--- src/hw/rtl/gcrm_pkg.sv ---
// shared types, codes and constants of the gated clock ratio meter
package gcrm_pkg;

    localparam int DIV_W   = 84;   // dividend and quotient width of the divider
    localparam int DVS_W   = 64;   // divisor and remainder width
    localparam int DCNT_W  = $clog2(DIV_W + 1);
    localparam int CFG_IDX_W = 3;

    localparam logic [1:0] STATUS_OK      = 2'd0;
    localparam logic [1:0] STATUS_TIMEOUT = 2'd1;
    localparam logic [1:0] STATUS_INVALID = 2'd2;

    localparam logic OP_START  = 1'b0;
    localparam logic OP_SAMPLE = 1'b1;

    localparam logic [CFG_IDX_W-1:0] CFG_GATE     = 3'd0;
    localparam logic [CFG_IDX_W-1:0] CFG_SLOW_TOP = 3'd1;
    localparam logic [CFG_IDX_W-1:0] CFG_FAST_TOP = 3'd2;
    localparam logic [CFG_IDX_W-1:0] CFG_REF_HZ   = 3'd3;
    localparam logic [CFG_IDX_W-1:0] CFG_NOM_HZ   = 3'd4;
    localparam logic [CFG_IDX_W-1:0] CFG_MARGIN   = 3'd5;
    localparam logic [CFG_IDX_W-1:0] CFG_FLOOR    = 3'd6;

    localparam logic [31:0] MS_SCALE  = 32'd1000;
    localparam logic [31:0] PPM_SCALE = 32'd1000000;

    typedef struct packed {
        logic        op;
        logic [31:0] lf;
        logic [31:0] hf;
        logic [47:0] up;
    } t_item;

    typedef struct packed {
        logic [1:0]  status;
        logic [31:0] sspan;
        logic [31:0] fspan;
        logic [31:0] freq;
        logic [31:0] ppm;
        logic        floor;
    } t_res;

endpackage

--- src/hw/rtl/gcrm_front.sv ---
// input queue: accepts sample and start transactions ahead of the sequencer
module gcrm_front import gcrm_pkg::*; (
    input  logic  i_clk,
    input  logic  i_rst_n,
    input  logic  i_push,
    input  t_item i_item,
    output logic  o_full,
    input  logic  i_pop,
    output logic  o_valid,
    output t_item o_item
);
    t_item      r_mem [2];
    logic       r_wp, r_rp;
    logic [1:0] r_cnt;
    logic       wr, rd;

    assign o_full  = (r_cnt == 2'd2);
    assign o_valid = (r_cnt != 2'd0);
    assign o_item  = r_mem[r_rp];
    assign wr = i_push && !o_full;
    assign rd = i_pop && o_valid;

    always_ff @(posedge i_clk) begin
        if (wr) begin
            r_mem[r_wp] <= i_item;
        end
    end

    always_ff @(posedge i_clk) begin
        if (!i_rst_n) begin
            r_wp  <= 1'b0;
            r_rp  <= 1'b0;
            r_cnt <= 2'd0;
        end else begin
            if (wr) r_wp <= !r_wp;
            if (rd) r_rp <= !r_rp;
            r_cnt <= r_cnt + {1'b0, wr} - {1'b0, rd};
        end
    end
endmodule

--- config.mk ---
export PLATFORM = sky130hd
export DESIGN_NAME = gcrm_front
export DESIGN_NICKNAME = d
export VERILOG_FILES = /design/src/hw/rtl/gcrm_pkg.sv /design/src/hw/rtl/gcrm_front.sv
export SDC_FILE = /design/constraint.sdc
export NUM_CORES = 1
export LEC_CHECK = 0
export BUFFER_PORTS_ARGS = -buffer_cell sky130_fd_sc_hd__buf_2
export CAP_MARGIN = 40
export CORE_AREA = 10 10 141 143
export CTS_CLUSTER_DIAMETER = 80
export DETAILED_ROUTE_END_ITERATION = 16
export DIE_AREA = 0 0 151 153
export PLACE_DENSITY = 0.87
export SLEW_MARGIN = 25
export SYNTH_ARGS = -nofsm -noshare
export SYNTH_HDL_FRONTEND = slang
export SYNTH_SLANG_ARGS = --single-unit
--- constraint.sdc ---
create_clock -name i_clk -period 8.2 [get_ports i_clk]
set_input_delay 0.41 -clock i_clk [delete_from_list [all_inputs] [get_ports i_clk]]
set_output_delay 0.41 -clock i_clk [all_outputs]
set_load 0.02 [all_outputs]
==> flow_metrics.env <==
export IMPL_fin_crit_ns=3.119
export IMPL_setup_tns_ns=0
export IMPL_antenna_cells=0
export IMPL_cts_buffers=24
export IMPL_routedWlPerCell_um=20.08
export IMPL_cts_sinks=231
export IMPL_path_clk_slew_ns=0.06
export IMPL_crit_fanout=37
export IMPL_grt_max_degree=67
export IMPL_drc=0
export IMPL_ys_seq_elements=231
export IMPL_grt_pass1_wl_mm=26.65
export IMPL_die_h_um=153
export IMPL_drt_iter0_drc=149
export IMPL_cts_resized=0
export IMPL_antenna_left=0
export IMPL_drive_gt1_frac=0.6053
export IMPL_worstSetupPathType="reg2out"
export IMPL_ir_drop_mv=0.2348
export IMPL_fp_dieW_um=151
export IMPL_tightestPinTransition_ns=0.6096
export IMPL_postCtsHoldBufs=0
export IMPL_synth_seq_area_share=0.7933
export IMPL_initial_core_util=0.5089
export IMPL_fin_crit_sh=0.3804
export IMPL_setup_violations=0
export IMPL_antenna_found_initial=0
export IMPL_netlist_area_um2=8681
export IMPL_grt_ovfl_total=0
export IMPL_tritoncts="yes"
export IMPL_grt_setup_unrepaired="false"
export IMPL_syn_to_final_growth_pct=25.89
export IMPL_drt_wl_total_mm=17.49
export IMPL_die_area_um2=23100
export IMPL_rows=48
export IMPL_max_stage_delay_ns=0.53
export IMPL_critPathSlowestCell="dfxtp_4"
export IMPL_gp_congestion=0.7358
export IMPL_pin_count=232
export IMPL_grt_pass1_vias=4824
export IMPL_drv_slew=0
export IMPL_dp_hpwl_mm=12.50
export IMPL_fmax_ghz=0.3206
export IMPL_synthCells=378
export IMPL_crit_chain="buf_12 -> buf_4 -> buf_12 -> mux2_2 -> buf_2"
export IMPL_critical_path_required_ns=7.79
export IMPL_track_usage=0.1453
export IMPL_cts_max_level=1
export IMPL_yosysWarnings=0
export IMPL_yosysTopAreaCell="edfxtp_1"
export IMPL_synth_area_leaders="edfxtp_1 78%, mux2_4 12%, mux2_2 5.6%, dfxtp_1 1.2%, buf_6 1.0%"
export IMPL_status="finished clean"
export IMPL_vias=4330
export IMPL_fin_nets=749
export IMPL_design_core_area_um2=17060
export IMPL_clkLatencyLatePin_ns=0.50
export IMPL_synth_cell_types=19
export IMPL_start_kind="flop"
export IMPL_worst_setup_path_end_kind="primary output"
export IMPL_critPathMostFrequentCell="buf_12"
export IMPL_crit_arrival_ns=2.71
export IMPL_synthesis_nets=497
export IMPL_p_per_area_nw_per_um2=326.4
export IMPL_fin_skew_ns=0.01840
export IMPL_clk_path_buf_depth=3
export IMPL_leakage_uw=0.004251
export IMPL_fin_total_pwr_uw=3567
export IMPL_via_per_inst=4.971
export IMPL_drv_cap=0
export IMPL_slew_headroom=0.5936
export IMPL_first_pass_iters=4
export IMPL_io_buffers=231
export IMPL_syn_area_per_cell_um2=22.97
export IMPL_hold_viol=0
export IMPL_hold_path_class="in2reg"
export IMPL_post_cts_buffers=0
export IMPL_synth_top_area_frac=0.7818
export IMPL_cts_root_buf="clkbuf_16"
==> critical path, delay by kind of cell (launching register included) <==
kind | cells | cell delay (ns)
buffers and inverters | 4 | 1.24
DFF | 1 | 0.53
muxes | 1 | 0.39
==> registers in the layout, summed over array words and instances, names as in the netlist, named ones only <==
signal  flops
r_cnt       2
r_mem     226
r_rp        1
r_wp        1
==> cell usage after synthesis, drive strengths merged <==
cell type / count
xnor2: 2
nand2b: 2
mux2: 113
nor2: 4
and2: 1
dfxtp: 5
nand2: 2
mux2i: 1
buf: 13
or2: 1
and3: 1
inv: 3
edfxtp: 226
ha: 2
o21a: 1
xor2: 1
==> per-stage QoR <==
| step | area, um^2 | utilization | hold slack (ns) | instances | setup slack [ns] |
|---|---|---|---|---|---|
| 2_1_floorplan | 8681 | - | 0.4549 | 378 | 2.335 |
| 3_3_place_gp | 10040 | 0.5886 | 0.4945 | 825 | 5.325 |
| 3_5_place_dp | 10080 | 0.5910 | 0.5241 | 827 | 5.386 |
| 4_1_cts | 10880 | 0.6379 | 0.06621 | 869 | 4.840 |
| 5_1_grt | 10930 | 0.6407 | 0.06901 | 871 | 4.920 |
| 6_report | 10930 | 0.6407 | 0.09310 | 871 | 5.081 |
==> cells by family (layout without fill, tap and decap cells) <==
kind of cell               count (synthesis)  count (layout)  synth area share
AOI/OAI and AO/OA                          1               1         0.0008651
xor gates and xnor gates                   3               3          0.003027
adders and majority gates                  2               2          0.002882
buffers and inverters                     16             284           0.01571
DFF                                      231             231            0.7933
muxes                                    114             114            0.1780
and+or+nand+nor                           11              11          0.006199
==> cell type report <==
class                           count  area [um^2]
Clock buffer                       34        668.1
Clock inverter                      8        132.6
Fill cell                        1184         6128
Inverter                            3        11.26
Multi-Input combinational cell    131         1670
Sequential cell                   231         6890
Tap cell                          225        281.5
Timing Repair Buffer              239         1274
==> layout by cell type (no fill, tap or decap), types with 2 or more instances in the layout <==
master     synthesis  final
dfxtp_1            5      4
mux2_2            43     43
xnor2_1            2      2
bufinv_16          0      3
inv_1              3      3
clkbuf_16          0     24
clkbuf_1           0      7
buf_12             0      3
edfxtp_1         226    226
nor2_1             4      3
nand2_1            2      2
clkbuf_8           0      3
clkinv_2           0      2
buf_4              0      4
ha_1               2      2
nand2b_1           2      2
buf_2              4    231
mux2_4            70     70
==> metal layers <==
| metal | share of wire | routed length (um) | GRT usage |
|---|---|---|---|
| met1 | 0.37 | 6413 | 0.1667 |
| met3 | 0.094 | 1643 | 0.04576 |
| met2 | 0.53 | 9186 | 0.2560 |
| met4 | 0.014 | 243 | 0.03576 |
| met5 | 0 | 0 | 0 |
==> power breakdown <==
part           switching, uW  internal (uW)
sequential              54.6           1480
clock                    406            662
combinational            546            413
==> final timing paths <==
kind                            depth (start not counted)  slack, ns           startpoint                     end
worst max-delay path                                    5       5.08                 flop              o_item[31]
worst max register to register                          4       5.90  r_cnt[0]$_SDFF_PN0_  r_mem[1][76]$_DFFE_PP_
worst min register to register                          2       0.52    r_rp$_SDFFE_PN0P_       r_rp$_SDFFE_PN0P_
worst min-delay path                                    1       0.09            i_item[8]   r_mem[0][8]$_DFFE_PP_
Power figures use the tool's default switching activity.
