$ cat src/hw/rtl/gcrm_pkg.sv
// shared types, codes and constants of the gated clock ratio meter
package gcrm_pkg;

    localparam int DIV_W   = 84;   // dividend and quotient width of the divider
    localparam int DVS_W   = 64;   // divisor and remainder width
    localparam int DCNT_W  = $clog2(DIV_W + 1);
    localparam int CFG_IDX_W = 3;

    localparam logic [1:0] STATUS_OK      = 2'd0;
    localparam logic [1:0] STATUS_TIMEOUT = 2'd1;
    localparam logic [1:0] STATUS_INVALID = 2'd2;

    localparam logic OP_START  = 1'b0;
    localparam logic OP_SAMPLE = 1'b1;

    localparam logic [CFG_IDX_W-1:0] CFG_GATE     = 3'd0;
    localparam logic [CFG_IDX_W-1:0] CFG_SLOW_TOP = 3'd1;
    localparam logic [CFG_IDX_W-1:0] CFG_FAST_TOP = 3'd2;
    localparam logic [CFG_IDX_W-1:0] CFG_REF_HZ   = 3'd3;
    localparam logic [CFG_IDX_W-1:0] CFG_NOM_HZ   = 3'd4;
    localparam logic [CFG_IDX_W-1:0] CFG_MARGIN   = 3'd5;
    localparam logic [CFG_IDX_W-1:0] CFG_FLOOR    = 3'd6;

    localparam logic [31:0] MS_SCALE  = 32'd1000;
    localparam logic [31:0] PPM_SCALE = 32'd1000000;

    typedef struct packed {
        logic        op;
        logic [31:0] lf;
        logic [31:0] hf;
        logic [47:0] up;
    } t_item;

    typedef struct packed {
        logic [1:0]  status;
        logic [31:0] sspan;
        logic [31:0] fspan;
        logic [31:0] freq;
        logic [31:0] ppm;
        logic        floor;
    } t_res;

endpackage

$ cat src/hw/rtl/gcrm_resq.sv
// result queue: holds finished results until popped
module gcrm_resq import gcrm_pkg::*; (
    input  logic i_clk,
    input  logic i_rst_n,
    input  logic i_push,
    input  t_res i_res,
    output logic o_full,
    input  logic i_pop,
    output logic o_empty,
    output t_res o_res
);
    t_res       r_mem [2];
    logic       r_wp, r_rp;
    logic [1:0] r_cnt;
    logic       wr, rd;

    assign o_full  = (r_cnt == 2'd2);
    assign o_empty = (r_cnt == 2'd0);
    assign o_res   = r_mem[r_rp];
    assign wr = i_push && !o_full;
    assign rd = i_pop && !o_empty;

    always_ff @(posedge i_clk) begin
        if (wr) begin
            r_mem[r_wp] <= i_res;
        end
    end

    always_ff @(posedge i_clk) begin
        if (!i_rst_n) begin
            r_wp  <= 1'b0;
            r_rp  <= 1'b0;
            r_cnt <= 2'd0;
        end else begin
            if (wr) r_wp <= !r_wp;
            if (rd) r_rp <= !r_rp;
            r_cnt <= r_cnt + {1'b0, wr} - {1'b0, rd};
        end
    end
endmodule

$ cat config.mk
export PLATFORM = sky130hd
export DESIGN_NAME = gcrm_resq
export DESIGN_NICKNAME = d
export VERILOG_FILES = /design/src/hw/rtl/gcrm_pkg.sv /design/src/hw/rtl/gcrm_resq.sv
export SDC_FILE = /design/constraint.sdc
export NUM_CORES = 1
export LEC_CHECK = 0
export BUFFER_PORTS_ARGS = -buffer_cell sky130_fd_sc_hd__buf_2
export CAP_MARGIN = 0
export CORE_MARGIN = 4
export CORE_UTILIZATION = 52
export DETAILED_ROUTE_END_ITERATION = 6
export PLACE_DENSITY = 0.88
export SLEW_MARGIN = 20
export SYNTH_ARGS = -nofsm -noshare
export SYNTH_HDL_FRONTEND = slang
export SYNTH_SLANG_ARGS = --single-unit
$ cat constraint.sdc
create_clock -name i_clk -period 8.8 [get_ports i_clk]
set_input_delay 0.88 -clock i_clk [delete_from_list [all_inputs] [get_ports i_clk]]
set_output_delay 0.88 -clock i_clk [all_outputs]
set_load 0.1 [all_outputs]
==> impl_summary.txt <==
----------------------------------------------------
[Clock tree]
  Post-CTS Setup Inserts ... 0
  Number of levels the H-tree was split into ... 1
  Number of hold buffers added after CTS ... 0
  Buffers from clock root to sink, at most ... 3
  Total clock sinks ... 267
  Skew-Pair Late Insertion Delay ... 0.52 ns
  Buffer cell driving the clock tree root ... sky130_fd_sc_hd__clkbuf_16
  Clock buffers created by TritonCTS ... 27
  Count of instances resized after the clock tree is built ... 0
  Post-CTS clock slew at the launch and capture registers of the worst setup and hold paths ... approximately 0.06 ns
  TritonCTS clock tree ... built

[Worst setup path]
  Cells traversed along the worst timing path ... buf_4, buf_4, mux2_4, buf_2
  CP Class ... reg2out
  CP required ... 7.92 ns
  Cell repeated most along the worst path ... sky130_fd_sc_hd__buf_4
  Crit path buf inv count ... 3
  CP peak stage delay ... a little over 0.8 ns
  Category of cells accounting for the largest share of critical-path delay ... buffers and inverters
  Crit path capture type ... primary output
  Maximum fanout count along the critical path ... 54
  CP startpoint kind ... flip-flop
  Arrival time reported for the critical path endpoint ... between 3 and 4 ns
  Master of the slowest instance on the critical path ... sky130_fd_sc_hd__buf_4

[Global route]
  Maximum number of pins on one net before global-route repair ... 73
  Aggregate global routing overflow ... 0
  First-pass GRT wire length ... 28800 um
  Vias in the first global route ... 5419
  All-layer global routing usage ... between 10% and 20%
  Number of antenna violations at the first check in global routing ... 3

[STA]
  Number of hold-slack violations in the final timing report ... 0
  Fmax achieved ... 0.223 GHz
  Unrepaired setup endpoints after global routing ... false
  Final period demand of the worst path ... 4.48 ns
  Final critical-path setup slack ... between 4 and 5 ns
  Total negative setup slack ... 0 ns
  Fin. max-slew vios ... 0
  Measured slew at the worst slew-check pin ... 0.975 ns
  Clock skew ... 0.0137 ns
  Setup Viol. Count Final ... 0
  Worst slew margin ... approximately a third
  Ratio of final minimum period to clock period ... slightly above 50%

[Drt]
  1st-iter DRT viols ... ~240
  Average routed wire per standard cell ... approximately 19 um
  Total detailed-routing wirelength ... between 15000 and 20000 um
  Drc violations ... 0
  Routed via count divided by cell count ... 4.98
  Drt first pass iters ... 4
  Vias ... 4982
  Post-detailed-route count of antenna-violating nets ... 0

[Logic synthesis]
  Mapped Area ... 10100 sq um
  Flip-flop and latch count after synthesis ... 267
  Synth unique cells ... 19
  Number of warning messages in the yosys log ... 0
  Post-synthesis net count ... between 500 and 600
  Synthesized area divided by synthesized cell count ... 23.1 sq um
  Cells after Synth ... 435
  Portion of the post-synthesis area used by sequential elements ... 79.2%

[Floorplanning]
  Initial Util ... 53.3%
  Count of boundary I/O pins ... 268
  Chip width ... 147 um
  Total core area ... about 19000 sq um
  DIE AREA ... 21600 sq um
  Die boundary height ... around 150 um
  Standard-cell row count ... 50

[Finish]
  Area growth from synthesis to layout ... 23.8%
  Post-route non-filler standard cell count ... 1000
  Net count reported at finish ... between 800 and 900
  Share of cells above drive strength 1 ... between 50 and 60%
  Share of the core filled with cells in the final layout ... 65.9%

[Run status]
  Result of the run ... finished clean

[Flow run]
  Number of max-cap violations ... 0

[Worst hold path]
  Min-Delay Path Class ... in2reg

[Placement]
  IO buf count ... 267
  Placed Cells ... 953
  HPWL after detailed placement ... 12800 um
  Routability Congestion ... 0.738
  DP Worst Slack ... 4.85 ns

----------------------------------------------------
[synth_stat cells (all sizes together)]
cell / number / area (sq um)
edfxtp: 262 / 7870
mux2: 131 / 1810
buf: 15 / 148
dfxtp: 5 / 100
nor2: 5 / 18.8
inv: 3 / 11.3
and2: 2 / 12.5
ha: 2 / 25.0
nand2: 2 / 7.51
nand2b: 2 / 12.5
and3: 1 / 6.26
mux2i: 1 / 10.0
nor3: 1 / 5.00
o21a: 1 / 7.51
xnor2: 1 / 8.76
xor2: 1 / 8.76
[cells by family after synthesis]
family                     synth area share [%]
DFF                                        79.2
buffers and inverters                      1.58
and+or+nand+nor                           0.622
adders and majority gates                 0.249
xor gates and xnor gates                  0.174
muxes                                      18.1
AOI/OAI and AO/OA                        0.0746
[layer usage]
metal	global-route usage [%]	share of wire (%)
met5	0	0.074
met4	4.94	2.1
met3	4.90	8.4
met2	28.4	50
met1	20.7	39
[cell usage in the layout, fill, tap and decap left out]
| cell | instances |
|---|---|
| sky130_fd_sc_hd__and2_1 | 2 |
| sky130_fd_sc_hd__and3_4 | 1 |
| sky130_fd_sc_hd__buf_2 | 267 |
| sky130_fd_sc_hd__buf_4 | 6 |
| sky130_fd_sc_hd__bufinv_16 | 2 |
| sky130_fd_sc_hd__clkbuf_1 | 9 |
| sky130_fd_sc_hd__clkbuf_16 | 27 |
| sky130_fd_sc_hd__clkbuf_8 | 1 |
| sky130_fd_sc_hd__clkinv_1 | 2 |
| sky130_fd_sc_hd__clkinv_2 | 4 |
| sky130_fd_sc_hd__dfxtp_1 | 4 |
| sky130_fd_sc_hd__dfxtp_4 | 1 |
| sky130_fd_sc_hd__diode_2 | 1 |
| sky130_fd_sc_hd__edfxtp_1 | 262 |
| sky130_fd_sc_hd__ha_1 | 2 |
| sky130_fd_sc_hd__inv_1 | 3 |
| sky130_fd_sc_hd__inv_6 | 1 |
| sky130_fd_sc_hd__mux2_2 | 41 |
| sky130_fd_sc_hd__mux2_4 | 90 |
| sky130_fd_sc_hd__mux2i_1 | 1 |
| sky130_fd_sc_hd__nand2_1 | 2 |
| sky130_fd_sc_hd__nand2b_1 | 2 |
| sky130_fd_sc_hd__nor2_1 | 4 |
| sky130_fd_sc_hd__nor2_4 | 1 |
| sky130_fd_sc_hd__nor3_1 | 1 |
| sky130_fd_sc_hd__o21a_1 | 1 |
| sky130_fd_sc_hd__xnor2_1 | 1 |
| sky130_fd_sc_hd__xor2_1 | 1 |
[final cells by class]
class	count	area (sq um)
antenna	1	2.50
clock buffer	37	723
clock inverter	9	96.3
fill	1277	6430
inverter	3	11.3
multi-input combinational	150	1950
sequential	267	7970
tap	260	325
timing repair buffer	273	1380
[worst paths after layout]
kind | end | cells after the start | slack [ns] | from
hold / removal | r_mem[0][115]$_DFFE_PP_ | 1 | 0.55 | i_res[115]
hold reg to reg | r_rp$_SDFFE_PN0P_ | 2 | 0.55 | r_rp$_SDFFE_PN0P_
setup / recovery | o_res[53] | 4 | 4.32 | flip-flop
setup reg to reg | r_mem[1][12]$_DFFE_PP_ | 3 | 6.11 | r_cnt[0]$_SDFF_PN0_
[state kept, by name, indices dropped and copies added (netlist names), named ones only]
name and flops:
r_mem 262, r_rp 1, r_wp 1, r_cnt 2
[through the flow]
step                instance area [sq um]  hold WS, ns
floorplan                           10100        0.455
global placement                    11600        0.498
detailed placement                  11600        0.539
CTS                                 12500        0.518
global route                        12500        0.523
finish                              12500        0.550
Power is left out: the tool's default activity adds up to more than one toggle a clock period on the data nets, which glitch-free logic cannot reach.
